**src/rtl/mitp_pkg.sv**
```systemverilog
// shared types, codes and constants of the madt interrupt table parser
`timescale 1ns / 1ps

package mitp_pkg;

    // parameter defaults
    localparam int LEGACY_IRQS_DEF      = 16;
    localparam int ENTRY_BYTES_KEPT_DEF = 12;

    // stream widths
    localparam int S_TDATA_W = 16;
    localparam int S_TUSER_W = 3;
    localparam int M_DATA_W  = 149;
    localparam int M_TDATA_W = 152;

    // request codes carried in tuser
    typedef enum logic [1:0] {
        FUNC_CLEAR  = 2'd0,
        FUNC_BYTE   = 2'd1,
        FUNC_LOOKUP = 2'd2,
        FUNC_NONE   = 2'd3
    } func_t;

    // entry type codes
    localparam logic [7:0] KIND_LAPIC     = 8'd0;
    localparam logic [7:0] KIND_IOAPIC    = 8'd1;
    localparam logic [7:0] KIND_OVERRIDE  = 8'd2;
    localparam logic [7:0] KIND_LAPIC_ADR = 8'd5;

    // header layout
    localparam logic [31:0] OFS_LEN_LO   = 32'd4;
    localparam logic [31:0] OFS_HDR_MIN  = 32'd8;
    localparam logic [31:0] OFS_LAPIC_LO = 32'd36;
    localparam logic [31:0] OFS_LAPIC_HI = 32'd40;
    localparam logic [31:0] OFS_ENTRIES  = 32'd44;

    localparam logic [7:0]  ENTRY_LEN_MIN  = 8'd2;
    localparam logic [31:0] LAPIC_DEFAULT  = 32'hFEE0_0000;
    localparam logic [1:0]  FLAG_ASSERTED  = 2'b11;

    // status fields from the parser
    typedef struct packed {
        logic [7:0]  boot_id;
        logic        boot_found;
        logic [31:0] lapic_base;
        logic [7:0]  io_apic_id;
        logic [31:0] ioapic_base;
        logic [31:0] ioapic_gsi;
        logic        done;
        logic        error;
    } status_t;

    // legacy irq table write request
    typedef struct packed {
        logic        en;
        logic [7:0]  src;
        logic [31:0] gsi;
        logic        low;
        logic        level;
    } irq_wr_t;

    // legacy irq lookup result
    typedef struct packed {
        logic [31:0] gsi;
        logic        low;
        logic        level;
    } irq_look_t;

endpackage

```
**src/rtl/mitp_parser.sv**
```systemverilog
// byte walker of the madt header and entry chain with the result registers
`timescale 1ns / 1ps

module mitp_parser #(
    parameter int LEGACY_IRQS      = mitp_pkg::LEGACY_IRQS_DEF,
    parameter int ENTRY_BYTES_KEPT = mitp_pkg::ENTRY_BYTES_KEPT_DEF
) (
    input  logic                clk,
    input  logic                rst_n,
    input  logic                step,
    input  mitp_pkg::func_t     func,
    input  logic                table_start,
    input  logic [7:0]          data_byte,
    output mitp_pkg::status_t   status,
    output mitp_pkg::irq_wr_t   irq_wr
);

    logic [31:0] offset_reg, offset_next;
    logic [31:0] tlen_reg, tlen_next;
    logic [7:0]  pos_reg, pos_next;
    logic [7:0]  elen_reg, elen_next;
    logic [7:0]  kind_reg, kind_next;
    logic [7:0]  boot_id_reg, boot_id_next;
    logic        boot_found_reg, boot_found_next;
    logic [31:0] lapic_reg, lapic_next;
    logic [7:0]  io_apic_id_reg, io_apic_id_next;
    logic [31:0] ioapic_base_reg, ioapic_base_next;
    logic [31:0] ioapic_gsi_reg, ioapic_gsi_next;
    logic        error_reg, error_next;
    logic [7:0]  body_reg [ENTRY_BYTES_KEPT];
    logic [7:0]  body_next [ENTRY_BYTES_KEPT];
    logic [7:0]  bv [ENTRY_BYTES_KEPT];

    logic [31:0] o_eff;
    logic [31:0] tl_eff;
    logic [7:0]  pos_eff;
    logic        err_eff;
    logic        take;
    logic        apply;
    logic [7:0]  pm2;
    logic [31:0] bv32_2;
    logic [31:0] bv32_6;

    // view of the start of a new table
    always_comb
    begin
        o_eff   = table_start ? '0 : offset_reg;
        tl_eff  = table_start ? '0 : tlen_reg;
        pos_eff = table_start ? '0 : pos_reg;
        err_eff = table_start ? 1'b0 : error_reg;
        take    = !err_eff && !(o_eff >= mitp_pkg::OFS_HDR_MIN && o_eff >= tl_eff);
        pm2     = pos_eff - 8'd2;
    end

    // entry body as it stands with the current byte merged in
    always_comb
    begin
        for (int i = 0; i < ENTRY_BYTES_KEPT; i++)
        begin
            if (pos_eff == 8'd1)
                bv[i] = '0;
            else if (pos_eff >= 8'd2 && pm2 == 8'(i))
                bv[i] = data_byte;
            else
                bv[i] = body_reg[i];
        end
        bv32_2 = {bv[5], bv[4], bv[3], bv[2]};
        bv32_6 = {bv[9], bv[8], bv[7], bv[6]};
    end

    // byte walk and entry decode
    always_comb
    begin
        offset_next      = offset_reg;
        tlen_next        = tlen_reg;
        pos_next         = pos_reg;
        elen_next        = elen_reg;
        kind_next        = kind_reg;
        boot_id_next     = boot_id_reg;
        boot_found_next  = boot_found_reg;
        lapic_next       = lapic_reg;
        io_apic_id_next  = io_apic_id_reg;
        ioapic_base_next = ioapic_base_reg;
        ioapic_gsi_next  = ioapic_gsi_reg;
        error_next       = error_reg;
        body_next        = body_reg;
        apply            = 1'b0;
        irq_wr           = '0;

        if (step)
        begin
            unique case (func)
                mitp_pkg::FUNC_CLEAR:
                begin
                    offset_next      = '0;
                    tlen_next        = '0;
                    pos_next         = '0;
                    elen_next        = '0;
                    kind_next        = '0;
                    boot_id_next     = '0;
                    boot_found_next  = 1'b0;
                    lapic_next       = mitp_pkg::LAPIC_DEFAULT;
                    io_apic_id_next  = '0;
                    ioapic_base_next = '0;
                    ioapic_gsi_next  = '0;
                    error_next       = 1'b0;
                end
                mitp_pkg::FUNC_BYTE:
                begin
                    offset_next = o_eff;
                    tlen_next   = tl_eff;
                    pos_next    = pos_eff;
                    error_next  = err_eff;
                    if (take)
                    begin
                        offset_next = o_eff + 32'd1;
                        if (o_eff >= mitp_pkg::OFS_LEN_LO && o_eff < mitp_pkg::OFS_HDR_MIN)
                        begin
                            case (o_eff[1:0])
                                2'd0:    tlen_next[7:0]   = data_byte;
                                2'd1:    tlen_next[15:8]  = data_byte;
                                2'd2:    tlen_next[23:16] = data_byte;
                                default: tlen_next[31:24] = data_byte;
                            endcase
                        end
                        else if (o_eff >= mitp_pkg::OFS_LAPIC_LO &&
                                 o_eff < mitp_pkg::OFS_LAPIC_HI)
                        begin
                            case (o_eff[1:0])
                                2'd0:    lapic_next[7:0]   = data_byte;
                                2'd1:    lapic_next[15:8]  = data_byte;
                                2'd2:    lapic_next[23:16] = data_byte;
                                default: lapic_next[31:24] = data_byte;
                            endcase
                        end
                        else if (o_eff >= mitp_pkg::OFS_ENTRIES)
                        begin
                            if (pos_eff == 8'd0)
                            begin
                                kind_next = data_byte;
                                pos_next  = 8'd1;
                            end
                            else if (pos_eff == 8'd1)
                            begin
                                elen_next = data_byte;
                                for (int i = 0; i < ENTRY_BYTES_KEPT; i++)
                                    body_next[i] = '0;
                                if (data_byte < mitp_pkg::ENTRY_LEN_MIN)
                                begin
                                    error_next = 1'b1;
                                    pos_next   = 8'd0;
                                end
                                else if (data_byte == mitp_pkg::ENTRY_LEN_MIN)
                                begin
                                    apply    = 1'b1;
                                    pos_next = 8'd0;
                                end
                                else
                                begin
                                    pos_next = 8'd2;
                                end
                            end
                            else
                            begin
                                for (int i = 0; i < ENTRY_BYTES_KEPT; i++)
                                begin
                                    if (pm2 == 8'(i))
                                        body_next[i] = data_byte;
                                end
                                if ({1'b0, pos_eff} + 9'd1 >= {1'b0, elen_reg})
                                begin
                                    apply    = 1'b1;
                                    pos_next = 8'd0;
                                end
                                else
                                begin
                                    pos_next = pos_eff + 8'd1;
                                end
                            end
                        end
                    end
                end
                default:
                begin
                end
            endcase
        end

        // a completed entry takes effect
        if (apply)
        begin
            case (kind_reg)
                mitp_pkg::KIND_LAPIC:
                begin
                    if (!boot_found_reg && bv[2][0])
                    begin
                        boot_id_next    = bv[1];
                        boot_found_next = 1'b1;
                    end
                end
                mitp_pkg::KIND_IOAPIC:
                begin
                    io_apic_id_next  = bv[0];
                    ioapic_base_next = bv32_2;
                    ioapic_gsi_next  = bv32_6;
                end
                mitp_pkg::KIND_OVERRIDE:
                begin
                    if (32'(bv[1]) < LEGACY_IRQS)
                    begin
                        irq_wr.en    = 1'b1;
                        irq_wr.src   = bv[1];
                        irq_wr.gsi   = bv32_2;
                        irq_wr.low   = (bv[6][1:0] == mitp_pkg::FLAG_ASSERTED);
                        irq_wr.level = (bv[6][3:2] == mitp_pkg::FLAG_ASSERTED);
                    end
                end
                mitp_pkg::KIND_LAPIC_ADR:
                begin
                    lapic_next = bv32_2;
                end
                default:
                begin
                end
            endcase
        end
    end

    // walker and result registers
    always_ff @(posedge clk or negedge rst_n)
    begin
        if (!rst_n)
        begin
            offset_reg      <= '0;
            tlen_reg        <= '0;
            pos_reg         <= '0;
            elen_reg        <= '0;
            kind_reg        <= '0;
            boot_id_reg     <= '0;
            boot_found_reg  <= 1'b0;
            lapic_reg       <= mitp_pkg::LAPIC_DEFAULT;
            io_apic_id_reg  <= '0;
            ioapic_base_reg <= '0;
            ioapic_gsi_reg  <= '0;
            error_reg       <= 1'b0;
        end
        else
        begin
            offset_reg      <= offset_next;
            tlen_reg        <= tlen_next;
            pos_reg         <= pos_next;
            elen_reg        <= elen_next;
            kind_reg        <= kind_next;
            boot_id_reg     <= boot_id_next;
            boot_found_reg  <= boot_found_next;
            lapic_reg       <= lapic_next;
            io_apic_id_reg  <= io_apic_id_next;
            ioapic_base_reg <= ioapic_base_next;
            ioapic_gsi_reg  <= ioapic_gsi_next;
            error_reg       <= error_next;
        end
    end

    // entry body bytes
    always_ff @(posedge clk)
    begin
        body_reg <= body_next;
    end

    // status as of the last accepted transfer
    always_comb
    begin
        status.boot_id     = boot_id_reg;
        status.boot_found  = boot_found_reg;
        status.lapic_base  = lapic_reg;
        status.io_apic_id  = io_apic_id_reg;
        status.ioapic_base = ioapic_base_reg;
        status.ioapic_gsi  = ioapic_gsi_reg;
        status.done        = offset_reg >= mitp_pkg::OFS_HDR_MIN && offset_reg >= tlen_reg;
        status.error       = error_reg;
    end

endmodule

```
**src/rtl/mitp_irq_table.sv**
```systemverilog
// legacy irq table memory with valid bits and write forwarding
`timescale 1ns / 1ps

module mitp_irq_table #(
    parameter int LEGACY_IRQS = mitp_pkg::LEGACY_IRQS_DEF
) (
    input  logic                 clk,
    input  logic                 rst_n,
    input  logic                 rd_en,
    input  logic [3:0]           rd_index,
    input  logic                 clear,
    input  mitp_pkg::irq_wr_t    irq_wr,
    output mitp_pkg::irq_look_t  look
);

    localparam int AW = (LEGACY_IRQS > 1) ? $clog2(LEGACY_IRQS) : 1;

    logic [33:0]            mem [LEGACY_IRQS];
    logic [LEGACY_IRQS-1:0] valid_reg, valid_next;
    logic [33:0]            rd_data_reg;
    logic [33:0]            fwd_data_reg;
    logic                   rd_valid_reg;
    logic                   hit_reg;
    logic                   clr_reg;
    logic                   inr_reg;
    logic [3:0]             idx_reg;
    logic [AW-1:0]          wa;
    logic [AW-1:0]          ra;

    assign wa = AW'(irq_wr.src);
    assign ra = AW'(rd_index);

    // table write
    always_ff @(posedge clk)
    begin
        if (irq_wr.en)
            mem[wa] <= {irq_wr.gsi, irq_wr.low, irq_wr.level};
    end

    // valid bits, an entry not written reads as gsi equal to its index with both flags low
    always_comb
    begin
        valid_next = valid_reg;
        if (clear)
            valid_next = '0;
        else if (irq_wr.en)
            valid_next[wa] = 1'b1;
    end

    always_ff @(posedge clk or negedge rst_n)
    begin
        if (!rst_n)
            valid_reg <= '0;
        else
            valid_reg <= valid_next;
    end

    // registered read with same-cycle write forwarding
    always_ff @(posedge clk)
    begin
        if (rd_en)
        begin
            rd_data_reg  <= mem[ra];
            rd_valid_reg <= valid_reg[ra];
            hit_reg      <= irq_wr.en && (wa == ra);
            fwd_data_reg <= {irq_wr.gsi, irq_wr.low, irq_wr.level};
            clr_reg      <= clear;
            inr_reg      <= 32'(rd_index) < LEGACY_IRQS;
            idx_reg      <= rd_index;
        end
    end

    // lookup result
    always_comb
    begin
        if (!inr_reg || clr_reg)
            look = {32'(idx_reg), 1'b0, 1'b0};
        else if (hit_reg)
            look = fwd_data_reg;
        else if (rd_valid_reg)
            look = rd_data_reg;
        else
            look = {32'(idx_reg), 1'b0, 1'b0};
    end

endmodule

```
**src/rtl/madt_interrupt_table_parser_core.sv**
```systemverilog
// madt interrupt table parser: stream ports, lookup stage and output register
// an accepted input transfer is registered in the lookup stage and then in the output register,
// which drives m_tvalid; the lookup stage waits while the output register is held by m_tready low
// throughput: one transfer per cycle while m_tready is high; the irq table memory serves one
// write and one read each cycle and the parser takes one table byte per accepted transfer
// reset: rst_n clears the parser state, result registers and irq valid bits at once;
// func clear restores the same values in one transfer
`timescale 1ns / 1ps

module madt_interrupt_table_parser_core #(
    parameter int LEGACY_IRQS      = mitp_pkg::LEGACY_IRQS_DEF,
    parameter int ENTRY_BYTES_KEPT = mitp_pkg::ENTRY_BYTES_KEPT_DEF
) (
    input  logic                           clk,
    input  logic                           rst_n,
    input  logic                           s_tvalid,
    output logic                           s_tready,
    // data_byte [7:0], irq_index [11:8], zero [15:12]
    input  logic [mitp_pkg::S_TDATA_W-1:0] s_tdata,
    // func [1:0], table_start [2]
    input  logic [mitp_pkg::S_TUSER_W-1:0] s_tuser,
    output logic                           m_tvalid,
    input  logic                           m_tready,
    // boot_cpu_apic_id [7:0], boot_cpu_found [8], local_apic_base [40:9],
    // io_apic_id [48:41], io_apic_base [80:49], io_apic_gsi_start [112:81],
    // irq_gsi [144:113], irq_low_active [145], irq_level_mode [146],
    // table_done [147], format_error [148], zero [151:149]
    output logic [mitp_pkg::M_TDATA_W-1:0] m_tdata
);

    logic                          accept;
    logic                          o_load;
    logic                          p1_valid_reg, p1_valid_next;
    logic                          o_valid_reg, o_valid_next;
    logic [mitp_pkg::M_DATA_W-1:0] o_data_reg;
    mitp_pkg::func_t               func;
    mitp_pkg::status_t             status;
    mitp_pkg::irq_wr_t             irq_wr;
    mitp_pkg::irq_look_t           look;

    assign func = mitp_pkg::func_t'(s_tuser[1:0]);

    // handshake: lookup stage then output register
    assign o_load   = p1_valid_reg && (!o_valid_reg || m_tready);
    assign s_tready = !p1_valid_reg || o_load;
    assign accept   = s_tvalid && s_tready;

    always_comb
    begin
        p1_valid_next = p1_valid_reg;
        if (accept)
            p1_valid_next = 1'b1;
        else if (o_load)
            p1_valid_next = 1'b0;

        o_valid_next = o_valid_reg;
        if (o_load)
            o_valid_next = 1'b1;
        else if (m_tready)
            o_valid_next = 1'b0;
    end

    always_ff @(posedge clk or negedge rst_n)
    begin
        if (!rst_n)
        begin
            p1_valid_reg <= 1'b0;
            o_valid_reg  <= 1'b0;
        end
        else
        begin
            p1_valid_reg <= p1_valid_next;
            o_valid_reg  <= o_valid_next;
        end
    end

    mitp_parser #(
        .LEGACY_IRQS      (LEGACY_IRQS),
        .ENTRY_BYTES_KEPT (ENTRY_BYTES_KEPT)
    ) u_parser (
        .clk         (clk),
        .rst_n       (rst_n),
        .step        (accept),
        .func        (func),
        .table_start (s_tuser[2]),
        .data_byte   (s_tdata[7:0]),
        .status      (status),
        .irq_wr      (irq_wr)
    );

    mitp_irq_table #(
        .LEGACY_IRQS (LEGACY_IRQS)
    ) u_irq_table (
        .clk      (clk),
        .rst_n    (rst_n),
        .rd_en    (accept),
        .rd_index (s_tdata[11:8]),
        .clear    (accept && func == mitp_pkg::FUNC_CLEAR),
        .irq_wr   (irq_wr),
        .look     (look)
    );

    // output register, parser status is the state after the staged transfer
    always_ff @(posedge clk)
    begin
        if (o_load)
            o_data_reg <= {status.error, status.done, look.level, look.low, look.gsi,
                           status.ioapic_gsi, status.ioapic_base, status.io_apic_id,
                           status.lapic_base, status.boot_found, status.boot_id};
    end

    assign m_tvalid = o_valid_reg;
    assign m_tdata  = {{(mitp_pkg::M_TDATA_W - mitp_pkg::M_DATA_W){1'b0}}, o_data_reg};

endmodule
```
**config.mk**
```make
export PLATFORM = sky130hd
export DESIGN_NAME = madt_interrupt_table_parser_core
export DESIGN_NICKNAME = d
export VERILOG_FILES = /design/src/rtl/mitp_pkg.sv /design/src/rtl/mitp_parser.sv /design/src/rtl/mitp_irq_table.sv /design/src/rtl/madt_interrupt_table_parser_core.sv
export SDC_FILE = /design/constraint.sdc
export NUM_CORES = 1
export LEC_CHECK = 0
export BUFFER_PORTS_ARGS = -buffer_cell sky130_fd_sc_hd__buf_4
export CELL_PAD_IN_SITES_DETAIL_PLACEMENT = 0
export CELL_PAD_IN_SITES_GLOBAL_PLACEMENT = 1
export CORE_MARGIN = 2
export CORE_UTILIZATION = 57
export DETAILED_ROUTE_END_ITERATION = 10
export PLACE_DENSITY = 0.94
export SYNTH_ARGS = -nofsm -noshare
export SYNTH_HDL_FRONTEND = slang
export SYNTH_SLANG_ARGS = --single-unit
```
**constraint.sdc**
```tcl
create_clock -name clk -period 13.01 [get_ports clk]
set_input_delay 1.9515 -clock clk [delete_from_list [all_inputs] [get_ports clk]]
set_output_delay 1.9515 -clock clk [all_outputs]
set_load 0.01 [all_outputs]
```
==> metrics.md <==
| Metric | Value |
|---|---|
| Mux cell area share after synthesis | `11.51%` |
| Layout fillers | `5148` |
| Reg2reg end | `u_irq_table.mem[11][25]` |
| Clock Path Buffers | `3` |
| CTS Buf Count | `103` |
| Initial Util | `57.63%` |
| CTS tree | `built` |
| Core Area | `77590 um^2` |
| R2R Path Start | `u_parser.offset_reg[18]` |
| YS warnings | `0` |
| Status | `complete, no violations` |
| Post-Place Cell Area | `47040 um^2` |
| Setup slack after layout | `6.391 ns` |
| Final Slew Violations | `0` |
| Htree depth | `3` |
| GRT Total Usage | `30.61%` |
| Worst min-delay path class | `reg -> reg` |
| Netlist Area Pre-Place | `44720 um^2` |
| Crit Path Max Fanout | `52` |
| Critical path data required time | `13.31 ns` |
| PostCTS Resize Cnt | `0` |
| Max Freq | `151.1 MHz` |
| Peak supply drop | `0.1190 mV` |
| Final Hold Fails | `0` |
| GPL Wtd Cong | `0.9035` |
| Synth top area cells | `edfxtp_1 57%, dfrtp_1 12%, mux4_2 8.8%` |
| Post-synthesis simple-gate area fraction | `7.446%` |
| TNS Setup | `0 ns` |
| Drt total wl | `123.5 mm` |
| Final Hold Slack | `0.4230 ns` |
| DR pass1 iterations | `6` |
| Nets | `3085` |
| Initial drt markers | `3273` |
| Worst Skew | `0.05941 ns` |
| Kind of critical path | `in -> reg` |
| Post-synthesis cell count | `2840` |
| R2R cell count | `10` |
| Number of synthesized register bits | `1068` |
| Slew at the pin with the worst max-slew slack | `1.189 ns` |
| Worst skew pair latency | `0.70 ns` |
| DR DRC count | `0` |
| Worst endpoint data arrival time | `6.92 ns` |
| Total grt overflow | `0` |
| Vias | `27460` |
| Hold Crit Depth | `0` |
| Routed len/inst | `30.01 um` |
| Initial antenna violation count | `1` |
| Post-synth EDFFs | `848` |
| Area grow syn2layout | `13.17%` |
| Hold_sp | `u_parser.ioapic_base_reg[15]` |
| P_leak | `20.07 nW` |
| Die ar. | `80700 um^2` |
| CP startpoint kind | `input port` |
| Synth Area in Adders | `2.155%` |
| Die Ht | `284.1 um` |
| I/O pin count | `177` |
| Worst slew margin | `20.76%` |
| Clock sinks | `1068` |
| Final setup viols | `0` |
| Synth unique cells | `80` |
| Total power | `7.661 mW` |
| WHS Endpoint | `o_data_reg[64]` |
| Die width | `284.1 um` |
| Most common cell in the netlist | `edfxtp_1` |
| Xor/xnor cell area share of the yosys netlist | `0.1567%` |
| Largest net degree at the start of global routing | `96` |
| Clock root buffer master | `clkbuf_16` |
| Pwr/cell area | `151.4 nW/um^2` |
| CTS clk-pin slew, worst paths | `0.06 ns` |
| Final ANT Viol Nets | `0` |
| Largest area contributor in the netlist | `edfxtp_1` |
| Vias/cell | `6.670` |
| Post-synth top flop | `edfxtp_1` |
| Fin crit share | `50.87%` |
| Post-synthesis compound-gate area fraction | `7.222%` |
| First-pass GRT wire length | `181.9 mm` |
| Post-synthesis sequential area ratio | `69.29%` |
| Max-cap viol count | `0` |
| Layout cells sized above 1 | `24.72%` |
| Final min period | `6.619 ns` |
| Worst R2R Setup Slack | `7.97 ns` |
| CTS Hold Buffers Added | `0` |
| Share of the synthesized area in the top cell type | `56.95%` |
| Max FFs per register | `544` |
| Worst setup EP type | `register` |
| Place WS | `5.882 ns` |
| Post-CTS repair timing setup buffer count | `0` |
| HPWL after DPL | `66.87 mm` |
| Most instantiated cells after synthesis | `848 x edfxtp_1, 258 x nand2_1, 210 x dfrtp_1, 175 x mux4_2, 130 x nor2_1` |
| Rows | `102` |
| Number of global-route vias before repair | `27765` |
| Post-synth ARST share | `20.60%` |
| Final instance area | `50600 um^2` |
| Port bufs | `169` |
| Main combinational cell family by area after synthesis | `multiplexers` |
| Avg Inst Size Synth | `15.74 um^2` |
| RSZ-0062 raised after global routing | `no` |
## cells by family after synthesis
group | after synthesis
DFF | 1068
adders and majority gates | 77
AOI/OAI and AO/OA | 457
buffers and inverters | 243
muxes | 287
other | 1
xor gates and xnor gates | 8
and+or+nand+nor | 699
## worst max path at each step
stage	start	endpoint	slack, ns	depth (start not counted)
after floorplan	m_tready	u_irq_table.mem[5][0]	5.20	8
after global placement	s_tuser[2]	u_parser.ioapic_base_reg[31]	5.93	19
after detailed placement	s_tuser[2]	u_parser.ioapic_base_reg[31]	5.88	19
after CTS	s_tuser[2]	u_parser.io_apic_id_reg[7]	6.54	19
after global routing	s_tuser[2]	u_parser.lapic_reg[9]	6.08	19
final	s_tuser[2]	u_irq_table.mem[11][25]	6.39	13
## per-stage QoR
step / std cells / utilization [%]
2_1_floorplan: 2842 / -
3_3_place_gp: 3920 / 60.63
3_5_place_dp: 3920 / 60.63
4_1_cts: 4115 / 65.21
5_1_grt: 4115 / 65.21
6_report: 4117 / 65.21
## layout make-up
class	instances	area (um^2)	area share [%]
Sequential cell	1068	30980	61.23
Tap cell	1040	1301	2.572
Antenna cell	2	5.005	0.009890
Multi-Input combinational cell	1531	12890	25.47
Inverter	67	252.7	0.4995
Clock buffer	137	2867	5.665
Clock inverter	58	688.2	1.360
Timing Repair Buffer	214	1620	3.202
## routing by layer
metal  global-route usage (%)  wire length [um]  vias to the layer above
li1                         -                 -                    11283
met1                    38.87             43520                    13963
met2                    51.92             62760                     1871
met3                    6.204             12060                      341
met4                    12.51              5180                        2
met5                        0                13                        -
## layout by cell type (no fill, tap or decap), drive strengths merged, types with 7 or more instances in the layout
cell type,synthesis,routed
edfxtp,848,848
nand2,259,259
buf,47,213
dfrtp,210,210
o21ai,190,190
mux4,175,175
clkbuf,129,138
nor2,131,131
nand3,109,109
ha,77,77
mux2,68,68
inv,66,66
a21oi,55,55
mux2i,44,44
clkinv,1,42
a22oi,39,39
a22o,38,38
nor3,35,35
nor2b,32,32
nand4,29,29
o21a,22,22
and2,22,22
and3,21,21
a21o,18,18
a2bb2oi,17,17
a31oi,11,11
or4,10,10
bufinv,0,10
dfstp,10,10
nand2b,9,9
nor4,9,9
xnor2,7,7
o21bai,7,7
o211ai,7,7
o221ai,7,7
clkinvlp,0,7
or3,7,7
## worst max-delay path, stage by stage
cell and delay [ns]:
buf_4 0.49, clkinv_1 0.13, buf_4 0.31, nand2_1 0.12
ha_1 0.26, a21oi_1 0.14, o21ai_0 0.22, a221oi_1 0.43
a221oi_1 0.27, a21oi_2 0.55, nand3_4 0.45, nor3_2 0.87
buf_4 0.65
## where the power goes
part	leakage [nW]	switching, mW	total [mW]	internal (mW)
logic	6.13	0.388	0.618	0.230
registers	12.2	0.123	3.94	3.82
clock network	1.73	1.34	3.10	1.76
total	20.1	1.85	7.66	5.81
Note: power is estimated with default switching activity, not from simulation.
